**src/sv/mbrd_pkg.sv**
```systemverilog
// Shared types, codes and the CRC-16 byte step for the Modbus RTU read block.
// No dependencies; used by the top level, the output sequencer and the checker.
package mbrd_pkg;

    localparam int RX_DEPTH_DEF = 128;

    localparam logic [15:0] CRC_INIT        = 16'hFFFF;
    localparam logic [15:0] CRC_POLY        = 16'hA001;
    localparam logic [7:0]  FUNC_READ_INPUT = 8'h04;

    typedef logic [2:0] t_action;
    localparam t_action ACT_REQUEST = 3'd0;
    localparam t_action ACT_TX_DONE = 3'd1;
    localparam t_action ACT_RX_BYTE = 3'd2;
    localparam t_action ACT_TICK    = 3'd3;
    localparam t_action ACT_READ    = 3'd4;
    localparam t_action ACT_ACK     = 3'd5;

    typedef enum logic [2:0] {
        PH_IDLE,
        PH_TX,
        PH_RX,
        PH_DONE,
        PH_ERR,
        PH_FAULT
    } t_phase;

    typedef enum logic [1:0] {
        FLT_NONE,
        FLT_TX_TIMEOUT,
        FLT_RX_TIMEOUT,
        FLT_FRAME
    } t_fault;

    // Status of one accepted item, handed from the step logic to the sequencer
    typedef struct packed {
        logic       frame;
        logic       busy;
        t_phase     phase;
        t_fault     fault;
        logic [7:0] count;
        logic [7:0] rdata;
    } t_result;

    // One byte of the Modbus CRC-16 (reflected 0xA001)
    function automatic logic [15:0] crc16_byte(input logic [15:0] crc, input logic [7:0] b);
        logic [15:0] c;
        c = crc ^ {8'h00, b};
        for (int k = 0; k < 8; k++) begin
            c = c[0] ? ((c >> 1) ^ CRC_POLY) : (c >> 1);
        end
        return c;
    endfunction

endpackage

```
**src/sv/mbrd_out_seq.sv**
```systemverilog
// Output stage of the Modbus RTU read block: holds one result and plays out
// the 8-byte request frame, folding its CRC one byte per beat. Uses mbrd_pkg.
module mbrd_out_seq (
    input  logic              i_clk,
    input  logic              i_rst_n,
    input  logic              i_load_valid,
    input  mbrd_pkg::t_result i_load,
    output logic              o_load_ready,
    input  logic [7:0]        i_dev_addr,
    input  logic [15:0]       i_reg_start,
    input  logic [6:0]        i_reg_count,
    output logic              o_valid,
    input  logic              i_stall,
    output logic              o_tx_valid,
    output logic [7:0]        o_tx_data,
    output logic              o_last,
    output logic [2:0]        o_phase,
    output logic [1:0]        o_fault_kind,
    output logic              o_busy_reject,
    output logic [7:0]        o_read_data,
    output logic [7:0]        o_received_count
);

    localparam logic [2:0] BEAT_ADDR     = 3'd0;
    localparam logic [2:0] BEAT_FUNC     = 3'd1;
    localparam logic [2:0] BEAT_START_HI = 3'd2;
    localparam logic [2:0] BEAT_START_LO = 3'd3;
    localparam logic [2:0] BEAT_COUNT_HI = 3'd4;
    localparam logic [2:0] BEAT_COUNT_LO = 3'd5;
    localparam logic [2:0] BEAT_CRC_LO   = 3'd6;
    localparam logic [2:0] BEAT_CRC_HI   = 3'd7;

    logic              r_valid;
    mbrd_pkg::t_result r_res;
    logic [2:0]        r_beat;
    logic [15:0]       r_crc;
    logic [7:0]        beat_byte;
    logic              last;
    logic              xfer;

    // Select the frame byte for the current beat
    always_comb begin
        unique case (r_beat)
            BEAT_ADDR:     beat_byte = i_dev_addr;
            BEAT_FUNC:     beat_byte = mbrd_pkg::FUNC_READ_INPUT;
            BEAT_START_HI: beat_byte = i_reg_start[15:8];
            BEAT_START_LO: beat_byte = i_reg_start[7:0];
            BEAT_COUNT_HI: beat_byte = 8'h00;   // count is at most 7 bits
            BEAT_COUNT_LO: beat_byte = {1'b0, i_reg_count};
            BEAT_CRC_LO:   beat_byte = r_crc[7:0];
            BEAT_CRC_HI:   beat_byte = r_crc[15:8];
            default:       beat_byte = 8'h00;
        endcase
    end

    assign last         = !r_res.frame || (r_beat == BEAT_CRC_HI);
    assign xfer         = r_valid && !i_stall;
    assign o_load_ready = !r_valid || (xfer && last);

    // Hold the result until its last beat transfers
    always_ff @(posedge i_clk) begin
        if (!i_rst_n) begin
            r_valid <= 1'b0;
        end else if (o_load_ready) begin
            r_valid <= i_load_valid;
        end
    end

    // Load a new result, or advance the frame beat and its CRC
    always_ff @(posedge i_clk) begin
        if (o_load_ready) begin
            r_res  <= i_load;
            r_beat <= BEAT_ADDR;
            r_crc  <= mbrd_pkg::CRC_INIT;
        end else if (xfer) begin
            r_beat <= r_beat + 3'd1;
            if (r_beat < BEAT_CRC_LO) begin
                r_crc <= mbrd_pkg::crc16_byte(r_crc, beat_byte);
            end
        end
    end

    assign o_valid          = r_valid;
    assign o_tx_valid       = r_res.frame;
    assign o_tx_data        = r_res.frame ? beat_byte : 8'h00;
    assign o_last           = last;
    assign o_phase          = r_res.phase;
    assign o_fault_kind     = r_res.fault;
    assign o_busy_reject    = r_res.busy;
    assign o_read_data      = r_res.rdata;
    assign o_received_count = r_res.count;

endmodule

```
**src/sv/modbus_rtu_read_transaction_top.sv**
```systemverilog
// Top level of the Modbus RTU function-04 read master.
// Depends on mbrd_pkg and mbrd_out_seq.
//
// Usage:
//   Input channel (i_valid / o_stall) carries one event per transfer: request,
//   transmit done, received byte, millisecond tick, buffer read or acknowledge.
//   Output channel (o_valid / i_stall) returns one status result per event,
//   or eight results (the request frame, tx bytes in wire order) for a
//   request that is not refused as busy; o_last marks the final one.
//   Configuration is a plain write port (i_cfg_we, i_cfg_index, i_cfg_data),
//   which the user must write only while the block is idle; the block does not enforce this.
// Pipeline and throughput:
//   One event is taken per cycle while o_stall is low. Its result is registered
//   first in the step register, together with the response memory read, and
//   then in the output register. A request occupies the output for eight
//   beats; the two-entry path (step register plus output register) lets one
//   more event be taken while results wait.
// Reset: control state and configuration return to defaults; the response
//   memory is not cleared and entries are read only once written.
// Stall: results hold on the output; once both registers are full o_stall
//   rises, combinationally from i_stall.
module modbus_rtu_read_transaction_top #(
    parameter int RX_DEPTH = mbrd_pkg::RX_DEPTH_DEF
) (
    input  logic        i_clk,
    input  logic        i_rst_n,
    input  logic        i_cfg_we,
    input  logic [2:0]  i_cfg_index,
    input  logic [15:0] i_cfg_data,
    input  logic        i_valid,
    output logic        o_stall,
    input  logic [2:0]  i_action,
    input  logic [7:0]  i_rx_data,
    input  logic [6:0]  i_read_index,
    output logic        o_valid,
    input  logic        i_stall,
    output logic        o_tx_valid,
    output logic [7:0]  o_tx_data,
    output logic        o_last,
    output logic [2:0]  o_phase,
    output logic [1:0]  o_fault_kind,
    output logic        o_busy_reject,
    output logic [7:0]  o_read_data,
    output logic [7:0]  o_received_count
);

    localparam int CW   = $clog2(RX_DEPTH + 1);
    localparam int AW   = $clog2(RX_DEPTH);
    localparam int CMPW = (CW > 9) ? CW + 1 : 10;

    localparam logic [2:0] CFG_DEV_ADDR  = 3'd0;
    localparam logic [2:0] CFG_REG_START = 3'd1;
    localparam logic [2:0] CFG_REG_COUNT = 3'd2;
    localparam logic [2:0] CFG_TX_LIMIT  = 3'd3;
    localparam logic [2:0] CFG_RX_LIMIT  = 3'd4;

    // Configuration
    logic [7:0]  r_dev_addr;
    logic [15:0] r_reg_start;
    logic [6:0]  r_reg_count;
    logic [15:0] r_tx_limit;
    logic [15:0] r_rx_limit;

    // Transaction state
    mbrd_pkg::t_phase r_phase, n_phase;
    mbrd_pkg::t_fault r_fault, n_fault;
    logic [15:0]      r_tick, n_tick;
    logic [CW-1:0]    r_cnt, n_cnt;
    logic [8:0]       r_exp, n_exp;
    logic [15:0]      r_crc, n_crc;

    // Response memory and its registered read port
    logic [7:0] r_store [RX_DEPTH];
    logic [7:0] r_a_rdata;

    // Step register (first of the two result slots)
    logic              r_a_valid;
    mbrd_pkg::t_result r_a_res;
    logic              r_a_rd_en;
    mbrd_pkg::t_result a_res;
    mbrd_pkg::t_result res_d;

    logic            accept;
    logic            seq_ready;
    logic            busy_now;
    logic            store_we;
    logic            rd_en;
    logic            frame;
    logic            req_busy;
    logic [15:0]     crc_next;
    logic [CW-1:0]   cnt_inc;
    logic [8:0]      exp_byte;
    logic [8:0]      exp_eff;
    logic [15:0]     tick_inc;
    logic            rx_full;
    logic            rx_len_hit;
    logic            rx_len_over;
    logic            rx_end;
    logic            tx_tmo;
    logic            rx_tmo;
    logic [CMPW-1:0] idx_ext;

    assign o_stall = r_a_valid && !seq_ready;
    assign accept  = i_valid && !o_stall;

    // Configuration writes
    always_ff @(posedge i_clk) begin
        if (!i_rst_n) begin
            r_dev_addr  <= 8'd1;
            r_reg_start <= 16'd0;
            r_reg_count <= 7'd40;
            r_tx_limit  <= 16'd100;
            r_rx_limit  <= 16'd500;
        end else if (i_cfg_we) begin
            unique case (i_cfg_index)
                CFG_DEV_ADDR:  r_dev_addr  <= i_cfg_data[7:0];
                CFG_REG_START: r_reg_start <= i_cfg_data;
                CFG_REG_COUNT: r_reg_count <= i_cfg_data[6:0];
                CFG_TX_LIMIT:  r_tx_limit  <= i_cfg_data;
                CFG_RX_LIMIT:  r_rx_limit  <= i_cfg_data;
                default:       ;
            endcase
        end
    end

    // Shared conditions for the step
    always_comb begin
        req_busy    = (r_phase == mbrd_pkg::PH_TX) || (r_phase == mbrd_pkg::PH_RX);
        crc_next    = mbrd_pkg::crc16_byte(r_crc, i_rx_data);
        cnt_inc     = CW'(r_cnt + 1'b1);
        exp_byte    = 9'd5 + {1'b0, i_rx_data};
        rx_full     = CMPW'(r_cnt) >= CMPW'(RX_DEPTH);
        rx_len_hit  = (cnt_inc == CW'(3));
        rx_len_over = rx_len_hit && (CMPW'(exp_byte) > CMPW'(RX_DEPTH));
        exp_eff     = rx_len_hit ? exp_byte : r_exp;
        rx_end      = (exp_eff != 9'd0) && (CMPW'(cnt_inc) >= CMPW'(exp_eff));
        tick_inc    = (r_tick == 16'hFFFF) ? r_tick : r_tick + 16'd1;
        tx_tmo      = tick_inc > r_tx_limit;
        rx_tmo      = tick_inc > r_rx_limit;
        idx_ext     = CMPW'(i_read_index);
    end

    // Next phase
    always_comb begin
        n_phase = r_phase;
        unique case (i_action)
            mbrd_pkg::ACT_REQUEST: begin
                if (!req_busy) n_phase = mbrd_pkg::PH_TX;
            end
            mbrd_pkg::ACT_TX_DONE: begin
                if (r_phase == mbrd_pkg::PH_TX) n_phase = mbrd_pkg::PH_RX;
            end
            mbrd_pkg::ACT_RX_BYTE: begin
                if (r_phase == mbrd_pkg::PH_RX) begin
                    if (rx_full || rx_len_over) begin
                        n_phase = mbrd_pkg::PH_ERR;
                    end else if (rx_end) begin
                        n_phase = (crc_next == 16'd0) ? mbrd_pkg::PH_DONE : mbrd_pkg::PH_ERR;
                    end
                end
            end
            mbrd_pkg::ACT_TICK: begin
                if ((r_phase == mbrd_pkg::PH_TX && tx_tmo) ||
                    (r_phase == mbrd_pkg::PH_RX && rx_tmo) ||
                    (r_phase == mbrd_pkg::PH_ERR)) begin
                    n_phase = mbrd_pkg::PH_FAULT;
                end
            end
            mbrd_pkg::ACT_ACK: begin
                if (r_phase == mbrd_pkg::PH_DONE) n_phase = mbrd_pkg::PH_IDLE;
            end
            default: ;
        endcase
    end

    // Counters, CRC, fault code, memory strobes and result flags
    always_comb begin
        n_fault  = r_fault;
        n_tick   = r_tick;
        n_cnt    = r_cnt;
        n_exp    = r_exp;
        n_crc    = r_crc;
        store_we = 1'b0;
        rd_en    = 1'b0;
        frame    = 1'b0;
        busy_now = 1'b0;
        unique case (i_action)
            mbrd_pkg::ACT_REQUEST: begin
                if (req_busy) begin
                    busy_now = 1'b1;
                end else begin
                    frame   = 1'b1;
                    n_cnt   = '0;
                    n_exp   = 9'd0;
                    n_crc   = mbrd_pkg::CRC_INIT;
                    n_tick  = 16'd0;
                    n_fault = mbrd_pkg::FLT_NONE;
                end
            end
            mbrd_pkg::ACT_TX_DONE: begin
                if (r_phase == mbrd_pkg::PH_TX) n_tick = 16'd0;
            end
            mbrd_pkg::ACT_RX_BYTE: begin
                if (r_phase == mbrd_pkg::PH_RX) begin
                    if (rx_full) begin
                        n_fault = mbrd_pkg::FLT_FRAME;
                    end else begin
                        store_we = 1'b1;
                        n_cnt    = cnt_inc;
                        n_crc    = crc_next;
                        n_exp    = exp_eff;
                        if (rx_len_over || (rx_end && crc_next != 16'd0)) begin
                            n_fault = mbrd_pkg::FLT_FRAME;
                        end
                    end
                end
            end
            mbrd_pkg::ACT_TICK: begin
                priority if (r_phase == mbrd_pkg::PH_TX) begin
                    n_tick = tick_inc;
                    if (tx_tmo) n_fault = mbrd_pkg::FLT_TX_TIMEOUT;
                end else if (r_phase == mbrd_pkg::PH_RX) begin
                    n_tick = tick_inc;
                    if (rx_tmo) n_fault = mbrd_pkg::FLT_RX_TIMEOUT;
                end else if (r_phase != mbrd_pkg::PH_ERR) begin
                    n_tick = 16'd0;
                end
            end
            mbrd_pkg::ACT_READ: begin
                rd_en = (CMPW'(i_read_index) < CMPW'(r_cnt)) &&
                        (CMPW'(i_read_index) < CMPW'(RX_DEPTH));
            end
            default: ;
        endcase

        res_d.frame = frame;
        res_d.busy  = busy_now;
        res_d.phase = n_phase;
        res_d.fault = n_fault;
        res_d.count = 8'(n_cnt);
        res_d.rdata = 8'h00;
    end

    // Commit the step
    always_ff @(posedge i_clk) begin
        if (!i_rst_n) begin
            r_phase <= mbrd_pkg::PH_IDLE;
            r_fault <= mbrd_pkg::FLT_NONE;
            r_tick  <= 16'd0;
            r_cnt   <= '0;
            r_exp   <= 9'd0;
            r_crc   <= mbrd_pkg::CRC_INIT;
        end else if (accept) begin
            r_phase <= n_phase;
            r_fault <= n_fault;
            r_tick  <= n_tick;
            r_cnt   <= n_cnt;
            r_exp   <= n_exp;
            r_crc   <= n_crc;
        end
    end

    // Response memory: write received bytes, registered read for buffer reads
    always_ff @(posedge i_clk) begin
        if (accept && store_we) begin
            r_store[r_cnt[AW-1:0]] <= i_rx_data;
        end
        if (accept && rd_en) begin
            r_a_rdata <= r_store[idx_ext[AW-1:0]];
        end
    end

    // Step register: fill on transfer, drain into the output sequencer
    always_ff @(posedge i_clk) begin
        if (!i_rst_n) begin
            r_a_valid <= 1'b0;
        end else if (accept) begin
            r_a_valid <= 1'b1;
        end else if (seq_ready) begin
            r_a_valid <= 1'b0;
        end
    end

    always_ff @(posedge i_clk) begin
        if (accept) begin
            r_a_res   <= res_d;
            r_a_rd_en <= rd_en;
        end
    end

    // Merge the memory read data into the result
    always_comb begin
        a_res       = r_a_res;
        a_res.rdata = r_a_rd_en ? r_a_rdata : 8'h00;
    end

    mbrd_out_seq u_out_seq (
        .i_clk            (i_clk),
        .i_rst_n          (i_rst_n),
        .i_load_valid     (r_a_valid),
        .i_load           (a_res),
        .o_load_ready     (seq_ready),
        .i_dev_addr       (r_dev_addr),
        .i_reg_start      (r_reg_start),
        .i_reg_count      (r_reg_count),
        .o_valid          (o_valid),
        .i_stall          (i_stall),
        .o_tx_valid       (o_tx_valid),
        .o_tx_data        (o_tx_data),
        .o_last           (o_last),
        .o_phase          (o_phase),
        .o_fault_kind     (o_fault_kind),
        .o_busy_reject    (o_busy_reject),
        .o_read_data      (o_read_data),
        .o_received_count (o_received_count)
    );

endmodule

```
**config.mk**
```make
export PLATFORM = sky130hd
export DESIGN_NAME = modbus_rtu_read_transaction_top
export DESIGN_NICKNAME = d
export VERILOG_FILES = /design/src/sv/mbrd_pkg.sv /design/src/sv/mbrd_out_seq.sv /design/src/sv/modbus_rtu_read_transaction_top.sv
export SDC_FILE = /design/constraint.sdc
export NUM_CORES = 1
export LEC_CHECK = 0
export BUFFER_PORTS_ARGS = -buffer_cell sky130_fd_sc_hd__clkbuf_2
export CAP_MARGIN = 40
export CORE_ASPECT_RATIO = 1.1
export CORE_MARGIN = 2
export CORE_UTILIZATION = 55
export CTS_CLUSTER_SIZE = 12
export DETAILED_ROUTE_END_ITERATION = 10
export PLACE_DENSITY = 0.78
export SYNTH_ARGS = -nofsm -noshare
export SYNTH_HDL_FRONTEND = slang
export SYNTH_SLANG_ARGS = --single-unit
```
**constraint.sdc**
```tcl
create_clock -name i_clk -period 3.6 [get_ports i_clk]
set_clock_uncertainty 0.05 [all_clocks]
set_input_delay 0.18 -clock i_clk [delete_from_list [all_inputs] [get_ports i_clk]]
set_output_delay 0.18 -clock i_clk [all_outputs]
set_load 0.02 [all_outputs]
```
==> key figures <==
Status
  – Status: finished, violations left
  – Failing checks: setup timing

Floorplan
  – I/O pins: 76
  – Starting density of the core: 0.555
  – Die width: 290 um
  – Die ar.: 92,700 um^2
  – Core region area: 89,500 um^2
  – Placement Rows: 115
  – Die height: 319 um

Setup path
  – R2R setup slack: -0.003 ns
  – FF-to-FF Start: r_tick[4]
  – CP arrival: 4.08 ns
  – CP Capture Type: register
  – Worst setup startpoint: r_tick[4]
  – WP data required: 4.08 ns
  – Startpoint class of the critical path: register
  – Worst reg2reg endpoint: a_res[19]
  – Crit path kind: reg2reg
  – Worst-path maximum fanout: 6
  – Critical path endpoint: a_res[19]
  – Worst R2R Path Depth: 13

STA
  – # setup viols final: 1
  – Max Freq: 278 MHz
  – Slew Limit Headroom: 0.342
  – Post-layout min period: 3.60 ns
  – Final Hold Slack: 0.0334 ns
  – Total negative slack: -0.00342 ns
  – Final period util: 1.00
  – Final WS setup: -0.00342 ns
  – RSZ-0062 raised after global routing: true
  – Worst-Margin Slew: 0.986 ns
  – Pins Over Slew Limit: 0
  – Hold Vio Cnt, Final: 0

Synthesis
  – Post-synth net total: 2,872
  – Post-Synthesis Cells: 2,774
  – Async S/R FF share, synth: 0
  – Yosys reg bits: 1,209
  – Synthesized area per cell: 17.9 um^2
  – Post-Syn Area: 49,600 um^2
  – EDFF count, synth: 1,071
  – Synth cell types: 73
  – Main synth FF type: edfxtp_1
  – Post-synthesis sequential area ratio: 0.704
  – Synth warnings: 0

Global routing
  – Largest net degree at the start of global routing: 89
  – Global route overflow: 0
  – Total GRT Usage: 0.277
  – Vias in the first global route: 28,916
  – First-pass GRT wire length: 189 mm
  – Initial antenna violation count: 10

Route
  – Post-DRT Antenna Nets: 0
  – DR WL/cell: 29.5 um
  – DR vias: 28,752
  – Drt drc: 0
  – Drt via density: 6.53
  – Drt total wl: 130 mm
  – Initial drt markers: 3,526
  – DR pass1 iterations: 6

Clock network
  – Clk root buf: clkbuf_16
  – Max clock buf depth: 3
  – Clock latency on the worst-skew pair: 0.70 ns
  – CTS tree: done
  – Reg clk slew, reported paths: 0.06 ns
  – CTS sink cnt: 1,209
  – Total CTS buffers: 119
  – CTS H-tree lvls: 3

Placed design
  – Placed insts: 4,163
  – Pre-CTS WS: -0.237 ns
  – Final GP Congestion: 0.915
  – PortBufs: 75
  – Placed Instance Area: 53,400 um^2
  – Detailed placement HPWL: 79.3 mm

Finish
  – Share of layout cells above drive strength 1: 0.306
  – Non-filler cells, final: 4,403
  – Design area: 58,000 um^2
  – Nets@finish: 3,257
  – P&R area growth vs syn: 16.8%

Hold path
  – Worst hold stages: 2
  – Hold Crit Class: in2reg

Power and ir drop
  – PD cells: 497 nW/um^2
  – Worst VDD drop: 0.467 mV
  – Leakage: 19.4 nW

Run
  – MaxCap Viol Count: 0
## critical path, stage by stage, from the launching register on
cell and delay, ns:
dfxtp_2 0.32, and4_4 0.24, nand4_1 0.22, nor4_4 0.28
buf_6 0.19, nand3b_1 0.12, o21a_2 0.20, ha_4 0.22
a21o_1 0.16, a221o_1 0.39, a221oi_4 0.39, a21oi_4 0.14
o32a_1 0.37, o221ai_2 0.14
## state kept, by name, summed over array words and instances (netlist names), 3 cells and up
name / count
a_res: 15
r_a_rdata: 8
r_cnt: 8
r_crc: 16
r_dev_addr: 8
r_exp: 9
r_phase: 3
r_reg_count: 7
r_reg_start: 16
r_rx_limit: 16
r_store: 1024
r_tick: 16
r_tx_limit: 16
u_out_seq.o_phase: 3
u_out_seq.o_read_data: 8
u_out_seq.o_received_count: 8
u_out_seq.r_beat: 3
u_out_seq.r_crc: 16
## metrics by stage
stage | total power, mW | util
2_1_floorplan | 16.6 | -
3_3_place_gp | 17.3 | 0.595
3_5_place_dp | 17.4 | 0.597
4_1_cts | 28.9 | 0.642
5_1_grt | 29.5 | 0.648
6_report | 28.8 | 0.648
## logic make-up after synthesis
logic type | after synthesis | share of synthesized area
flip-flops | 1209 | 0.704
AO/OA/AOI/OAI | 294 | 0.0418
multiplexers | 358 | 0.157
AND/OR/NAND/NOR | 585 | 0.0536
adder cells (fa/ha/maj) | 56 | 0.0141
XOR/XNOR | 61 | 0.0121
buffers and inverters | 211 | 0.0176
## power breakdown
part / switching, mW / internal [mW]
Sequential: 0.0457 / 15.3
Combinational: 1.08 / 0.757
Clock: 5.10 / 6.51
Total: 6.23 / 22.6
## per-layer routing
layer | wire [um] | share of wire | track usage
met1 | 46100 | 0.36 | 0.359
met3 | 12500 | 0.096 | 0.0505
met4 | 5550 | 0.043 | 0.105
met5 | 32 | 0.00025 | 0
met2 | 65600 | 0.51 | 0.469
## placed cells by master, fill, tap and decap left out, types with 43 or more instances in the layout
| cell | netlist | final |
|---|---|---|
| inv_1 | 58 | 58 |
| buf_4 | 3 | 296 |
| nor2_1 | 193 | 183 |
| a21boi_0 | 51 | 51 |
| dfxtp_1 | 138 | 130 |
| clkbuf_16 | 0 | 122 |
| edfxtp_1 | 1071 | 1071 |
| nand2_1 | 189 | 187 |
| ha_1 | 56 | 48 |
| clkbuf_2 | 0 | 62 |
| mux4_2 | 336 | 336 |
| o21ai_0 | 50 | 43 |
## synthesized netlist by cell type, drive strengths merged (22+ instances only)
cell type	instances	share of area
xnor2	38	0.0067
nand3	39	0.0039
nor2	193	0.015
nor2b	31	0.0039
ha	56	0.014
a21oi	37	0.0037
a21boi	51	0.0077
edfxtp	1071	0.65
dfxtp	138	0.056
o21ai	55	0.0058
nand2	189	0.014
buf	48	0.0052
o211ai	25	0.0038
nor3	37	0.0038
clkbuf	105	0.0079
mux4	336	0.15
a21o	22	0.0033
inv	58	0.0044
## final cells by class
| cell class | count | area [um^2] |
|---|---|---|
| Fill cell | 5776 | 31500 |
| Clock inverter | 29 | 288 |
| Timing Repair Buffer | 417 | 3360 |
| Clock buffer | 164 | 3280 |
| Inverter | 58 | 218 |
| Tap cell | 1170 | 1460 |
| Antenna cell | 2 | 5.00 |
| Sequential cell | 1209 | 34900 |
| Multi-Input combinational cell | 1354 | 14400 |
## timing repair
action                     4_1_cts  5_1_grt
hold endpoints to repair       102        0
setup endpoints to repair       10       58
resized for setup               35       76
pin swaps                       22       30
buffers inserted                10        7
hold buffers                    28        0
## worst min path at each step
stage | from | to | slack (ns)
finish | i_rx_data[0] | r_store[82][0] | 0.03
global route | i_rx_data[0] | r_store[82][0] | 0.01
CTS | i_action[1] | r_phase[1] | 0.0006
detailed placement | a_res[10] | u_out_seq.o_received_count[2] | 0.35
global placement | a_res[12] | u_out_seq.o_received_count[4] | 0.35
floorplan | i_rx_data[0] | r_store[0][0] | 0.23
Note: power is estimated with default switching activity, not from simulation.
